`src/hw/rtl/lscn_pkg.sv`:
```
// Shared types and constants for the line sensor calibrate/normalize block.
// Used by lscn_divider and line_sensor_calibrate_normalize_top.
// No dependencies.
package lscn_pkg;

   localparam int CHANNELS_DEF = 12;

   localparam int CMD_W    = 2;
   localparam int CHAN_W   = 4;
   localparam int RAW_W    = 10;
   localparam int CSR_IDX_W = 2;

   // Dividend: |avg - from| * 1000 stays below 2^21; divisor: |span| below 2^11
   localparam int NUM_W  = 21;
   localparam int SPAN_W = 11;

   localparam logic [RAW_W-1:0] RAW_MAX      = 10'd1023;
   localparam logic [RAW_W-1:0] FULL_SCALE   = 10'd1000;
   localparam logic [RAW_W-1:0] THRESH_RESET = 10'd700;
   localparam int               LOW_GUARD    = 50;
   localparam int               HIGH_GUARD   = 20;

   typedef enum logic [CMD_W-1:0] {
      CMD_MEASURE   = 2'd0,
      CMD_CALIBRATE = 2'd1,
      CMD_CLEAR     = 2'd2,
      CMD_UNUSED    = 2'd3
   } cmd_type;

   typedef enum logic [CSR_IDX_W-1:0] {
      CSR_OFFSET    = 2'd0,
      CSR_INVERT    = 2'd1,
      CSR_THRESHOLD = 2'd2,
      CSR_NONE      = 2'd3
   } csr_index_type;

endpackage

```
`src/hw/rtl/lscn_divider.sv`:
```
// Restoring unsigned divider, one quotient bit per cycle.
// Depends on lscn_pkg for NUM_W and SPAN_W.
module lscn_divider
   import lscn_pkg::*;
(
   input  logic              clock,
   input  logic              reset,
   input  logic              start,
   input  logic [NUM_W-1:0]  dividend,
   input  logic [SPAN_W-1:0] divisor,
   output logic              done,
   output logic [NUM_W-1:0]  quotient
);

   localparam int CNT_W = $clog2(NUM_W);

   logic              busy_ff;
   logic              done_ff;
   logic [CNT_W-1:0]  cnt_ff;
   logic [NUM_W-1:0]  dvd_ff;
   logic [SPAN_W-1:0] rem_ff;
   logic [SPAN_W-1:0] dvs_ff;

   logic [SPAN_W:0]   trial;
   logic [SPAN_W:0]   diff;
   logic              fits;

   assign trial = {rem_ff, dvd_ff[NUM_W-1]};
   assign diff  = trial - {1'b0, dvs_ff};
   assign fits  = trial >= {1'b0, dvs_ff};

   always_ff @(posedge clock) begin
      if (reset) begin
         busy_ff <= 1'b0;
         done_ff <= 1'b0;
         cnt_ff  <= '0;
      end else begin
         done_ff <= 1'b0;
         if (start) begin
            busy_ff <= 1'b1;
            cnt_ff  <= CNT_W'(NUM_W - 1);
         end else if (busy_ff) begin
            if (cnt_ff == '0) begin
               busy_ff <= 1'b0;
               done_ff <= 1'b1;
            end else begin
               cnt_ff <= cnt_ff - 1'b1;
            end
         end
      end
   end

   // Quotient bits shift in behind the dividend bits
   always_ff @(posedge clock) begin
      if (start) begin
         dvd_ff <= dividend;
         rem_ff <= '0;
         dvs_ff <= divisor;
      end else if (busy_ff) begin
         rem_ff <= fits ? diff[SPAN_W-1:0] : trial[SPAN_W-1:0];
         dvd_ff <= {dvd_ff[NUM_W-2:0], fits};
      end
   end

   assign done     = done_ff;
   assign quotient = dvd_ff;

endmodule

```
`src/hw/rtl/line_sensor_calibrate_normalize_top.sv`:
```
// Line sensor calibrate/normalize: averaging, min/max calibration, linear mapping.
// Depends on lscn_pkg and lscn_divider.
//
//   channel  | handshake           | payload
//   ---------+---------------------+------------------------------------------------
//   req      | req_valid/req_stall | cmd, channel, sample_a..sample_d
//   rsp      | rsp_valid/rsp_stall | out_channel, level, on_line, span_fault
//   csr      | csr_valid/csr_ready | csr_index, csr_data (always ready)
//
// One transaction at a time; req_stall stays high until the result is loaded.
// Measure: accept, calc, multiply, the 21-step divider, finish, send; then back to idle for the next accept.
// Calibrate, clear, the unused command and a zero span go from calc straight to send; then back to idle.
// A stalled result holds in the output register; a new transaction is taken meanwhile.
// Reset sets every minimum to 1023, every maximum to 0, threshold to 700.
module line_sensor_calibrate_normalize_top
   import lscn_pkg::*;
#(
   parameter int CHANNELS = CHANNELS_DEF
) (
   input  logic                 clock,
   input  logic                 reset,

   input  logic                 req_valid,
   output logic                 req_stall,
   input  logic [CMD_W-1:0]     req_cmd,
   input  logic [CHAN_W-1:0]    req_channel,
   input  logic [RAW_W-1:0]     req_sample_a,
   input  logic [RAW_W-1:0]     req_sample_b,
   input  logic [RAW_W-1:0]     req_sample_c,
   input  logic [RAW_W-1:0]     req_sample_d,

   output logic                 rsp_valid,
   input  logic                 rsp_stall,
   output logic [CHAN_W-1:0]    rsp_out_channel,
   output logic [RAW_W-1:0]     rsp_level,
   output logic                 rsp_on_line,
   output logic                 rsp_span_fault,

   input  logic                 csr_valid,
   output logic                 csr_ready,
   input  logic [CSR_IDX_W-1:0] csr_index,
   input  logic [RAW_W-1:0]     csr_data
);

   localparam int IDX_W = (CHANNELS > 1) ? $clog2(CHANNELS) : 1;
   localparam int CALC_W = RAW_W + 2;
   localparam int PROD_W = 2 * CALC_W;
   localparam int Q_W = NUM_W + 2;

   typedef enum logic [5:0] {
      ST_IDLE = 6'b000001,
      ST_CALC = 6'b000010,
      ST_MUL  = 6'b000100,
      ST_DIV  = 6'b001000,
      ST_FIN  = 6'b010000,
      ST_SEND = 6'b100000
   } state_type;

   state_type state_ff, state_in;

   // Configuration
   logic [RAW_W-1:0] offset_ff;
   logic             invert_ff;
   logic [RAW_W-1:0] thresh_ff;

   // Calibration marks
   logic [RAW_W-1:0] low_mark_ff  [CHANNELS];
   logic [RAW_W-1:0] high_mark_ff [CHANNELS];

   // Transaction context
   cmd_type          cmd_ff;
   logic [CHAN_W-1:0] chan_ff;
   logic [IDX_W-1:0] idx_ff;
   logic             chan_ok_ff;
   logic [RAW_W-1:0] avg_ff;
   logic [RAW_W-1:0] lo_ff;
   logic [RAW_W-1:0] hi_ff;

   logic signed [CALC_W-1:0] x_ff;
   logic [SPAN_W-1:0]        span_mag_ff;
   logic                     span_neg_ff;
   logic                     quo_neg_ff;

   logic [RAW_W-1:0] res_level_ff;
   logic             res_line_ff;
   logic             res_fault_ff;

   logic              rsp_valid_ff;
   logic [CHAN_W-1:0] rsp_chan_ff;
   logic [RAW_W-1:0]  rsp_level_ff;
   logic              rsp_line_ff;
   logic              rsp_fault_ff;

   logic req_take;
   logic out_free;

   logic [CALC_W-1:0] sum;
   logic [RAW_W-1:0]  avg;
   logic [IDX_W-1:0]  req_idx;
   logic              req_ok;

   logic signed [CALC_W-1:0] from_v;
   logic signed [CALC_W-1:0] to_v;
   logic signed [CALC_W-1:0] span_v;
   logic signed [CALC_W-1:0] x_v;
   logic [CALC_W-1:0]        span_abs;

   logic signed [PROD_W-1:0] prod;
   logic signed [PROD_W-1:0] num;
   logic [PROD_W-1:0]        num_abs;

   logic [NUM_W-1:0]    quo;
   logic                div_start;
   logic                div_done;
   logic signed [Q_W-1:0] q_s;
   logic signed [Q_W-1:0] v_s;
   logic [RAW_W-1:0]    level_v;

   assign req_stall = (state_ff != ST_IDLE);
   assign req_take  = req_valid && !req_stall;
   assign out_free  = !rsp_valid_ff || !rsp_stall;
   assign csr_ready = 1'b1;

   // Rounded average of the four conversions
   assign sum = CALC_W'(req_sample_a) + CALC_W'(req_sample_b)
              + CALC_W'(req_sample_c) + CALC_W'(req_sample_d) + CALC_W'(2);
   assign avg = sum[CALC_W-1:2];

   assign req_idx = req_channel[IDX_W-1:0];
   assign req_ok  = req_channel < CHAN_W'(CHANNELS);

   // Mapping window and position inside it
   always_comb begin
      from_v = $signed({2'b00, lo_ff}) + $signed({{2{offset_ff[RAW_W-1]}}, offset_ff})
             + CALC_W'(LOW_GUARD);
      to_v   = $signed({2'b00, hi_ff}) - CALC_W'(HIGH_GUARD);
      span_v = to_v - from_v;
      x_v    = $signed({2'b00, avg_ff}) - from_v;
      span_abs = span_v[CALC_W-1] ? CALC_W'(-span_v) : CALC_W'(span_v);
   end

   always_comb begin
      prod    = PROD_W'(x_ff) * $signed(PROD_W'(FULL_SCALE));
      num     = invert_ff ? -prod : prod;
      num_abs = num[PROD_W-1] ? PROD_W'(-num) : PROD_W'(num);
   end

   assign div_start = (state_ff == ST_MUL);

   lscn_divider u_div (
      .clock    (clock),
      .reset    (reset),
      .start    (div_start),
      .dividend (num_abs[NUM_W-1:0]),
      .divisor  (span_mag_ff),
      .done     (div_done),
      .quotient (quo)
   );

   // Signed quotient, offset for inverted mapping, clamp to 0..full scale
   always_comb begin
      q_s = quo_neg_ff ? -$signed({2'b00, quo}) : $signed({2'b00, quo});
      v_s = q_s + (invert_ff ? $signed(Q_W'(FULL_SCALE)) : $signed(Q_W'(0)));
      if (v_s[Q_W-1]) begin
         level_v = '0;
      end else if (v_s > $signed(Q_W'(FULL_SCALE))) begin
         level_v = FULL_SCALE;
      end else begin
         level_v = v_s[RAW_W-1:0];
      end
   end

   always_comb begin
      state_in = state_ff;
      unique case (state_ff)
         ST_IDLE: if (req_take) state_in = ST_CALC;
         ST_CALC: begin
            if (cmd_ff == CMD_MEASURE && span_v != '0) state_in = ST_MUL;
            else state_in = ST_SEND;
         end
         ST_MUL:  state_in = ST_DIV;
         ST_DIV:  if (div_done) state_in = ST_FIN;
         ST_FIN:  state_in = ST_SEND;
         ST_SEND: if (out_free) state_in = ST_IDLE;
         default: state_in = ST_IDLE;
      endcase
   end

   always_ff @(posedge clock) begin
      if (reset) begin
         state_ff <= ST_IDLE;
      end else begin
         state_ff <= state_in;
      end
   end

   always_ff @(posedge clock) begin
      if (reset) begin
         offset_ff <= '0;
         invert_ff <= 1'b0;
         thresh_ff <= THRESH_RESET;
      end else if (csr_valid && csr_ready) begin
         case (csr_index)
            CSR_OFFSET:    offset_ff <= csr_data;
            CSR_INVERT:    invert_ff <= csr_data[0];
            CSR_THRESHOLD: thresh_ff <= csr_data;
            default:       ;
         endcase
      end
   end

   always_ff @(posedge clock) begin
      if (reset) begin
         for (int i = 0; i < CHANNELS; i++) begin
            low_mark_ff[i]  <= RAW_MAX;
            high_mark_ff[i] <= '0;
         end
      end else if (state_ff == ST_CALC) begin
         if (cmd_ff == CMD_CLEAR) begin
            for (int i = 0; i < CHANNELS; i++) begin
               low_mark_ff[i]  <= RAW_MAX;
               high_mark_ff[i] <= '0;
            end
         end else if (cmd_ff == CMD_CALIBRATE && chan_ok_ff) begin
            if (avg_ff < lo_ff) low_mark_ff[idx_ff] <= avg_ff;
            if (avg_ff > hi_ff) high_mark_ff[idx_ff] <= avg_ff;
         end
      end
   end

   // Context capture and result formation
   always_ff @(posedge clock) begin
      if (req_take) begin
         cmd_ff     <= cmd_type'(req_cmd);
         chan_ff    <= req_channel;
         idx_ff     <= req_idx;
         chan_ok_ff <= req_ok;
         avg_ff     <= avg;
         lo_ff      <= req_ok ? low_mark_ff[req_idx]  : RAW_MAX;
         hi_ff      <= req_ok ? high_mark_ff[req_idx] : '0;
      end
      if (state_ff == ST_CALC) begin
         x_ff         <= x_v;
         span_mag_ff  <= span_abs[SPAN_W-1:0];
         span_neg_ff  <= span_v[CALC_W-1];
         res_level_ff <= (cmd_ff == CMD_CALIBRATE) ? avg_ff : '0;
         res_line_ff  <= 1'b0;
         res_fault_ff <= (cmd_ff == CMD_MEASURE) && (span_v == '0);
      end
      if (state_ff == ST_MUL) begin
         quo_neg_ff <= num[PROD_W-1] ^ span_neg_ff;
      end
      if (state_ff == ST_FIN) begin
         res_level_ff <= level_v;
         res_line_ff  <= level_v > thresh_ff;
      end
   end

   always_ff @(posedge clock) begin
      if (reset) begin
         rsp_valid_ff <= 1'b0;
      end else if (state_ff == ST_SEND && out_free) begin
         rsp_valid_ff <= 1'b1;
      end else if (!rsp_stall) begin
         rsp_valid_ff <= 1'b0;
      end
   end

   always_ff @(posedge clock) begin
      if (state_ff == ST_SEND && out_free) begin
         rsp_chan_ff  <= chan_ff;
         rsp_level_ff <= res_level_ff;
         rsp_line_ff  <= res_line_ff;
         rsp_fault_ff <= res_fault_ff;
      end
   end

   assign rsp_valid       = rsp_valid_ff;
   assign rsp_out_channel = rsp_chan_ff;
   assign rsp_level       = rsp_level_ff;
   assign rsp_on_line     = rsp_line_ff;
   assign rsp_span_fault  = rsp_fault_ff;

`ifndef SYNTH
   a_state_onehot: assert property (@(posedge clock) disable iff (reset)
      $onehot(state_ff))
      else $error("state register not one-hot");

   a_div_done_in_div: assert property (@(posedge clock) disable iff (reset)
      div_done |-> state_ff == ST_DIV)
      else $error("divider finished outside the divide state");

   a_take_to_calc: assert property (@(posedge clock) disable iff (reset)
      req_take |=> state_ff == ST_CALC)
      else $error("accepted transaction did not enter calculation");

   a_line_excludes_fault: assert property (@(posedge clock) disable iff (reset)
      rsp_valid_ff |-> !(rsp_line_ff && rsp_fault_ff))
      else $error("on_line and span_fault both set");

   a_level_in_range: assert property (@(posedge clock) disable iff (reset)
      state_ff == ST_FIN |=> res_level_ff <= FULL_SCALE)
      else $error("normalized level above full scale");
`endif

endmodule

```
`config.mk`:
```
export PLATFORM = sky130hd
export DESIGN_NAME = line_sensor_calibrate_normalize_top
export DESIGN_NICKNAME = d
export VERILOG_FILES = /design/src/hw/rtl/lscn_pkg.sv /design/src/hw/rtl/lscn_divider.sv /design/src/hw/rtl/line_sensor_calibrate_normalize_top.sv
export SDC_FILE = /design/constraint.sdc
export NUM_CORES = 1
export LEC_CHECK = 0
export BUFFER_PORTS_ARGS = -buffer_cell sky130_fd_sc_hd__buf_2
export CAP_MARGIN = 40
export CORE_MARGIN = 5
export CORE_UTILIZATION = 55
export DETAILED_ROUTE_END_ITERATION = 10
export PLACE_DENSITY = 0.76
export SLEW_MARGIN = 20
export SYNTH_ARGS = -nofsm -noshare
export SYNTH_HDL_FRONTEND = slang
export SYNTH_SLANG_ARGS = --single-unit
```
`constraint.sdc`:
```
create_clock -name clock -period 8.7 [get_ports clock]
set_clock_uncertainty 0.2 [all_clocks]
set_input_delay 0.87 -clock clock [delete_from_list [all_inputs] [get_ports clock]]
set_output_delay 0.87 -clock clock [all_outputs]
set_load 0.02 [all_outputs]
```
* After elaboration in Yosys (flattened, before gate mapping)
Memory sizes are Yosys's and may differ from the RTL's. A register that Yosys moved wholly into a read port is not among the register bits. Index checks and enable logic that the tools add are counted.
Cells by class: equality and inequality tests 16, $add $sub $neg 16, order comparisons 6, multiply operators 1, shift-type cells 0, reduce and logical (&&, ||, !) cells 28, div/mod/pow operators 0, bitwise logic cells 27, mux-type cells 77
Operators with widths (count):
- $mux 10 | 32
- $mux 21 | 3
- $pmux 6 s6 | 1
- $mux 1 | 28
- $add 11x10->12 | 2
- $mux 24 | 1
- $mux 6 | 4
- $neg 23->24 | 1
- $or 1x1->1 | 24
- $sub 11x12->12 | 2
- $add 23x11->23 | 1
- $gt 23x11->1 const B | 1
- $mux 23 | 1
- $neg 21->23 | 1
- $mux 11 | 2
- $neg 21->21 | 1
- $gt 10x10->1 | 2
- $mul 12x8->20 const B | 1
- $reduce_or 10->1 | 2
- $mux 5 | 3
- $add 12x10->12 | 1
- $add 12x2->12 const B | 1
- $add 12x7->12 const B | 1
- $ge 12x11->1 | 1
- 33 further kinds | 54
Word-level totals: bits in writable memories 240, bits in latches 0, memories kept 2, register bits after elaboration 148, input bits 63, output and inout bits 19, logic and storage cells 200, bits in read-only memories 0
Memory list:
- high_mark_ff | words 12, width 10, rd ports 1, clocked after memory_dff 1, write ports 12, line line_sensor_calibrate_normalize_top.sv:68 | logic [RAW_W-1:0] high_mark_ff [CHANNELS];
- low_mark_ff | words 12, width 10, rd ports 1, clocked after memory_dff 1, write ports 12, line line_sensor_calibrate_normalize_top.sv:67 | logic [RAW_W-1:0] low_mark_ff [CHANNELS];

* Longest topological paths before layout
depth in word-level cells 9, mapped depth 28

* By module
A second synthesis with hierarchy kept.
Second synthesis, totals: cells, all modules 2257, area, all modules 25874.8 µm²
Modules (own cells, without submodules):
- line_sensor_calibrate_normalize_top | times used 1, cells each 2022, area an instance 23244.8 µm², sequential area each 10470.0 µm²
- lscn_divider | times used 1, cells each 235, area an instance 2630.0 µm², sequential area each 1321.3 µm²

* Least setup slack after synthesis
No wires, ideal clock.
path type flip-flop to flip-flop, from register x_ff[5], to register u_div.dvd_ff[20] (netlist: u_div.quotient[20]) (data pin), buffers on the path 1, arrival time 5.710 ns, period minus slack after synthesis 6.080 ns, setup time 0.169 ns, slack 2.620 ns, data required time 8.331 ns, cell stages (with the launch flop) 21, path through edfxtp_1 -> inv_1 -> fa_1 -> fa_1 -> inv_1 -> fa_1 -> inv_1 -> fa_1 -> inv_1 -> ha_1 -> clkbuf_1 -> a21oi_1 -> nand2_1 -> or4_1 -> a31oi_1 -> and3_1 -> mux2i_1 -> o21bai_1 -> or4_1 -> and3_1 -> o31ai_1
Between the ends: word-level cells in the longest chain between the ends 6
Ends and longest elaborated chain:
- start: declaration | line line_sensor_calibrate_normalize_top.sv:79 | logic signed [CALC_W-1:0] x_ff;
- start signal: assignment | line line_sensor_calibrate_normalize_top.sv:243 | x_ff <= x_v;
- $mul 12x8->20 * | line line_sensor_calibrate_normalize_top.sv:143 | prod = PROD_W'(x_ff) * $signed(PROD_W'(FULL_SCALE));
- $neg 23->24 | line line_sensor_calibrate_normalize_top.sv:144 | num = invert_ff ? -prod : prod;
- $mux 24 * | line line_sensor_calibrate_normalize_top.sv:144
- $neg 21->21 | line line_sensor_calibrate_normalize_top.sv:145 | num_abs = num[PROD_W-1] ? PROD_W'(-num) : PROD_W'(num);
- $mux 21 * | line line_sensor_calibrate_normalize_top.sv:145
- $mux 21 * | line lscn_divider.sv:55 | if (start) begin
- end signal: assignment | line lscn_divider.sv:56 | dvd_ff <= dividend;
- end signal: assignment | line lscn_divider.sv:61 | dvd_ff <= {dvd_ff[NUM_W-2:0], fits};
- end: declaration | line lscn_divider.sv:20 | logic [NUM_W-1:0] dvd_ff;
Every way passes the cells marked *; elsewhere a longest branch is shown, timed or not. A chain may end at the register's enable or synchronous reset.

* Final worst setup path
from register x_ff[5], to register u_div.dvd_ff[12] (netlist: u_div.quotient[12]) (data pin)
The elaborated chain is that of the path after synthesis.

==> results <==
- The run finished with clean final reports.
- The via count of the first global-routing pass is between 15000 and 20000.
- Synthesis inferred 408 register bits.
- The number of buffers inserted by post-CTS setup repair is 0.
- The period utilization is 76.2%.
- Compared with the post-synthesis result, the final layout area differs by 10.2%.
- Setup repair after global routing left no endpoint under its margin.
- Measured along the y axis, the die boundary spans 226 um.
- The headroom to the max-slew limit is 39.5%.
- Of all nets on the critical path, the largest fanout is 8.
- The clock drives between 400 and 500 sinks.
- For the worst setup path, the data arrival time is 6.72 ns.
- The layout filler cell count is 3644.
- In this run the cell area measured after placement is 26700 um^2.
- The number of cell rows is 79.
- For this run, the detailed router's first-pass iteration total came to 5.
- The wire-length estimate of the detail-placed layout is around 42000 um.
- Among all flip-flop cells after synthesis, the most frequent one is sky130_fd_sc_hd__edfxtp_1.
- The final critical path time including I/O delays and setup is 6.63 ns.
- The die footprint is 50900 um^2.
- The hold buffer count at CTS is 0.
- At the pin with the least slew margin, the transition time is 0.906 ns.
- The wire length per cell after detailed routing is between 15 and 20 um.
- The per-cell via count in the routed design is 5.90.
- The antenna diode count is 0.
- The maximum number of pins on one net before global-route repair is 52.
- The total number of yosys warnings is 0.
- Dividing the synthesized area by the synthesized cell count gives 11.2 um^2.
- STA classifies the critical path endpoint as a flip-flop.
- The area of the core is 46300 um^2.
- The total power per unit cell area is 238 nW/um^2.
- In the layout the commonest cells are sky130_fd_sc_hd__edfxtp_1 (362), sky130_fd_sc_hd__inv_1 (227), sky130_fd_sc_hd__ha_1 (157).
- The clock reaches the later pin of the worst-skew pair after 0.59 ns.
- The count of cells resized by post-cts repair is 0.
- Counting every instance in the synthesized netlist gives 2278.
- The total power consumption of the routed design is 6.70 mW.
- After routing, the total negative slack on setup checks comes to 0 ns.
- Across the run, the number of max-cap violations was 0.
- The start of the worst register-to-register path is x_ff[5].
- The share of flip-flops with an asynchronous set or reset after synthesis is 0%.
- The routed design has just under 60000 um of wire.
- The commonest non-fill, non-tap cell in the layout is sky130_fd_sc_hd__edfxtp_1.
- The share of the yosys chip area belonging to registers is a little under half.
- The finished cells cover ~28000 um^2.
- The number of top-level pins is 82.
- The min-delay analysis places its worst path in the category flip-flop to flip-flop.
- The die extent in x is 226 um.
- Clock-pin slew was measured on the worst setup and hold paths at approximately 0.070 ns.
- Tracing the worst setup path back leads to its startpoint at x_ff[5].
- The max-slew violation count was 0.
- The routability-driven placement congestion ratio is 0.890.
- The worst reg-to-reg setup slack is 2.07 ns.
- The via count is roughly 18000.
- The remaining antenna violation count after routing is 0.
- In this run, distinct cell masters in the synthesized netlist total 80.
- The cell with the largest stage delay on the worst path is sky130_fd_sc_hd__nor4b_2.
- The leakage power of the design is between 10 and 15 nW.
- Synthesis produced a netlist with a net count of ~2600.
- The maximum clock frequency is 151 MHz.
- The final layout contains 2634 nets.
- The critical path is of the flip-flop to flip-flop type.
- The initial antenna violation count is 0.
- Traced cell by cell, the critical path runs through inv_1 > fa_1 > fa_1 > inv_1 > fa_1 > inv_1 > fa_1 > inv_1 > ha_1 > a21oi_1 > nor3b_1 > a2111oi_0 > a311oi_1 > o21ai_0 > or3_1 > nor4b_2 > nor3_1 > xnor2_1 > o21ai_0.
- For this run, design rule violations remaining after detail routing come to 0.
- The startpoint type of the worst setup path is a flip-flop.
- The tree is rooted in a sky130_fd_sc_hd__clkbuf_16.
- The starting utilization of the core area is 55.2%.
- The synthesized design contains 362 enable-type register cells.
- After the first detailed-routing iteration, the DRC count stood at 1591.
- In the final layout, the share of cells above drive strength 1 is 16.0%.
- The number of buffers added by the clock tree synthesis step is 42.
- Setup violations remaining at the end of the flow were counted as 0.
- Global routing finished with a remaining overflow of 0.
- The largest buffer count on any clock path is 3.
- The peak ir drop on the vdd network is 159 uV.
- The number of hold violations in the final report is 0.
- In this run the number of H-tree levels came out at 2.
- For the worst setup path, the data required time is just under 9 ns.
- The worst stage delay on the critical path is 0.68 ns.
- TritonCTS built the clock tree.
- The startpoint identified for the worst hold timing path is span_mag_ff[0].
- The total global routing track utilization is 23.0%.
- The count of buffers added on input and output ports is 80.
- The combined area of all synthesized cells is 25600 um^2.
- The first global-routing pass estimated ~93000 um of wire.
[stage by stage]
stage,setup slack (ns),cells,utilization (%),hold slack (ns)
2_1_floorplan,2.62,2278,-,0.200
3_3_place_gp,2.26,2884,57.3,0.203
3_5_place_dp,2.04,2903,57.8,0.208
4_1_cts,2.02,2978,60.7,0.222
5_1_grt,1.61,2985,60.9,0.228
6_report,2.07,2985,60.9,0.220
[critical path, delay by kind of cell (launching register included)]
| family | cells | cell delay, ns |
|---|---|---|
| and+or+nand+nor | 4 | 1.59 |
| adders and majority gates | 5 | 2.37 |
| DFF | 1 | 0.45 |
| xor gates and xnor gates | 1 | 0.17 |
| buffers and inverters | 4 | 0.33 |
| AOI/OAI and AO/OA | 5 | 1.21 |
[logic make-up (layout without fill, tap and decap cells)]
group	Yosys count	in the layout	synth area share, %
XOR/XNOR	102	102	3.55
AND/OR/NAND/NOR	721	721	15.2
other	1	1	0.0147
AO/OA/AOI/OAI	386	386	10.1
buffers and inverters	328	428	4.86
flip-flops	408	408	46.1
multiplexers	108	108	7.17
adder cells (fa/ha/maj)	224	224	12.9
[metal layers]
layer,vias to the layer above,global-route usage (%),wire length [um]
li1,8318,-,-
met5,-,0,0
met2,490,40.2,29600
met1,8679,29.6,23900
met3,111,3.76,3040
met4,0,6.95,1750
[sequential cells by signal, summed over array words and instances, names as in the netlist, 6 cells and up]
name	flops
x_ff	12
u_div.rem_ff	11
lo_ff	10
state_ff	6
span_mag_ff	11
u_div.dvs_ff	11
thresh_ff	10
rsp_level	10
u_div.quotient	21
offset_ff	10
avg_ff	10
res_level_ff	10
high_mark_ff	120
low_mark_ff	120
hi_ff	10
[cells in the mapped netlist (5+ instances only)]
master                      number  area (um^2)
sky130_fd_sc_hd__edfxtp_1      362        10900
sky130_fd_sc_hd__inv_1         227          852
sky130_fd_sc_hd__ha_1          157         1960
sky130_fd_sc_hd__nor2_1        141          529
sky130_fd_sc_hd__or2_2         115          719
sky130_fd_sc_hd__and2_1        114          713
sky130_fd_sc_hd__o21ai_0       105          526
sky130_fd_sc_hd__nand2_1       104          390
sky130_fd_sc_hd__clkbuf_1       84          315
sky130_fd_sc_hd__a21oi_1        75          375
sky130_fd_sc_hd__fa_1           67         1340
sky130_fd_sc_hd__mux4_2         60         1350
sky130_fd_sc_hd__xnor2_1        59          517
sky130_fd_sc_hd__nor3_1         52          260
sky130_fd_sc_hd__mux2i_1        47          470
sky130_fd_sc_hd__dfxtp_1        46          921
sky130_fd_sc_hd__xor2_1         42          368
sky130_fd_sc_hd__nand3_1        40          200
sky130_fd_sc_hd__nand2b_1       33          206
sky130_fd_sc_hd__nor2b_1        23          144
sky130_fd_sc_hd__a21o_1         20          150
sky130_fd_sc_hd__o2111ai_1      20          175
sky130_fd_sc_hd__o211ai_1       19          143
sky130_fd_sc_hd__o21a_1         19          143
sky130_fd_sc_hd__o31ai_1        19          143
sky130_fd_sc_hd__nor4_1         16          100
sky130_fd_sc_hd__o22ai_1        15         93.8
sky130_fd_sc_hd__or3_1          14         87.6
sky130_fd_sc_hd__buf_1          13         48.8
sky130_fd_sc_hd__nor3b_1        12         90.1
sky130_fd_sc_hd__a21boi_0       11         82.6
sky130_fd_sc_hd__and3_1         11         68.8
sky130_fd_sc_hd__a211oi_1       10         75.1
sky130_fd_sc_hd__nand4_1        10         62.6
sky130_fd_sc_hd__a311oi_1        8         70.1
sky130_fd_sc_hd__nand3b_1        8         60.1
sky130_fd_sc_hd__a31oi_1         7         43.8
sky130_fd_sc_hd__or4_1           7         52.6
sky130_fd_sc_hd__a221o_1         6         60.1
sky130_fd_sc_hd__o21bai_1        6         45.0
sky130_fd_sc_hd__a211o_1         5         43.8
[report_power, final]
| group | internal (mW) | switching (mW) | leakage (nW) |
|---|---|---|---|
| clock network | 1.01 | 0.760 | 0.652 |
| registers | 2.25 | 0.0406 | 3.55 |
| logic | 1.02 | 1.62 | 6.42 |
| total | 4.28 | 2.42 | 10.6 |
[layout make-up]
type	count	area [um^2]	area share [%]
sequential	408	11800	41.9
inverter	227	852	3.03
timing repair buffer	126	837	2.97
clock inverter	17	185	0.658
clock buffer	58	1170	4.17
tap	607	759	2.70
multi-input combinational	1542	12600	44.6
[worst paths after layout]
| check | endpoint | cells past startpoint |
|---|---|---|
| hold / removal | u_div.dvs_ff[0] | 0 |
| setup / recovery | u_div.quotient[12] | 19 |
| setup reg to reg | u_div.quotient[12] | 19 |
| hold reg to reg | u_div.dvs_ff[0] | 0 |
(Power assumes the default switching activity.)
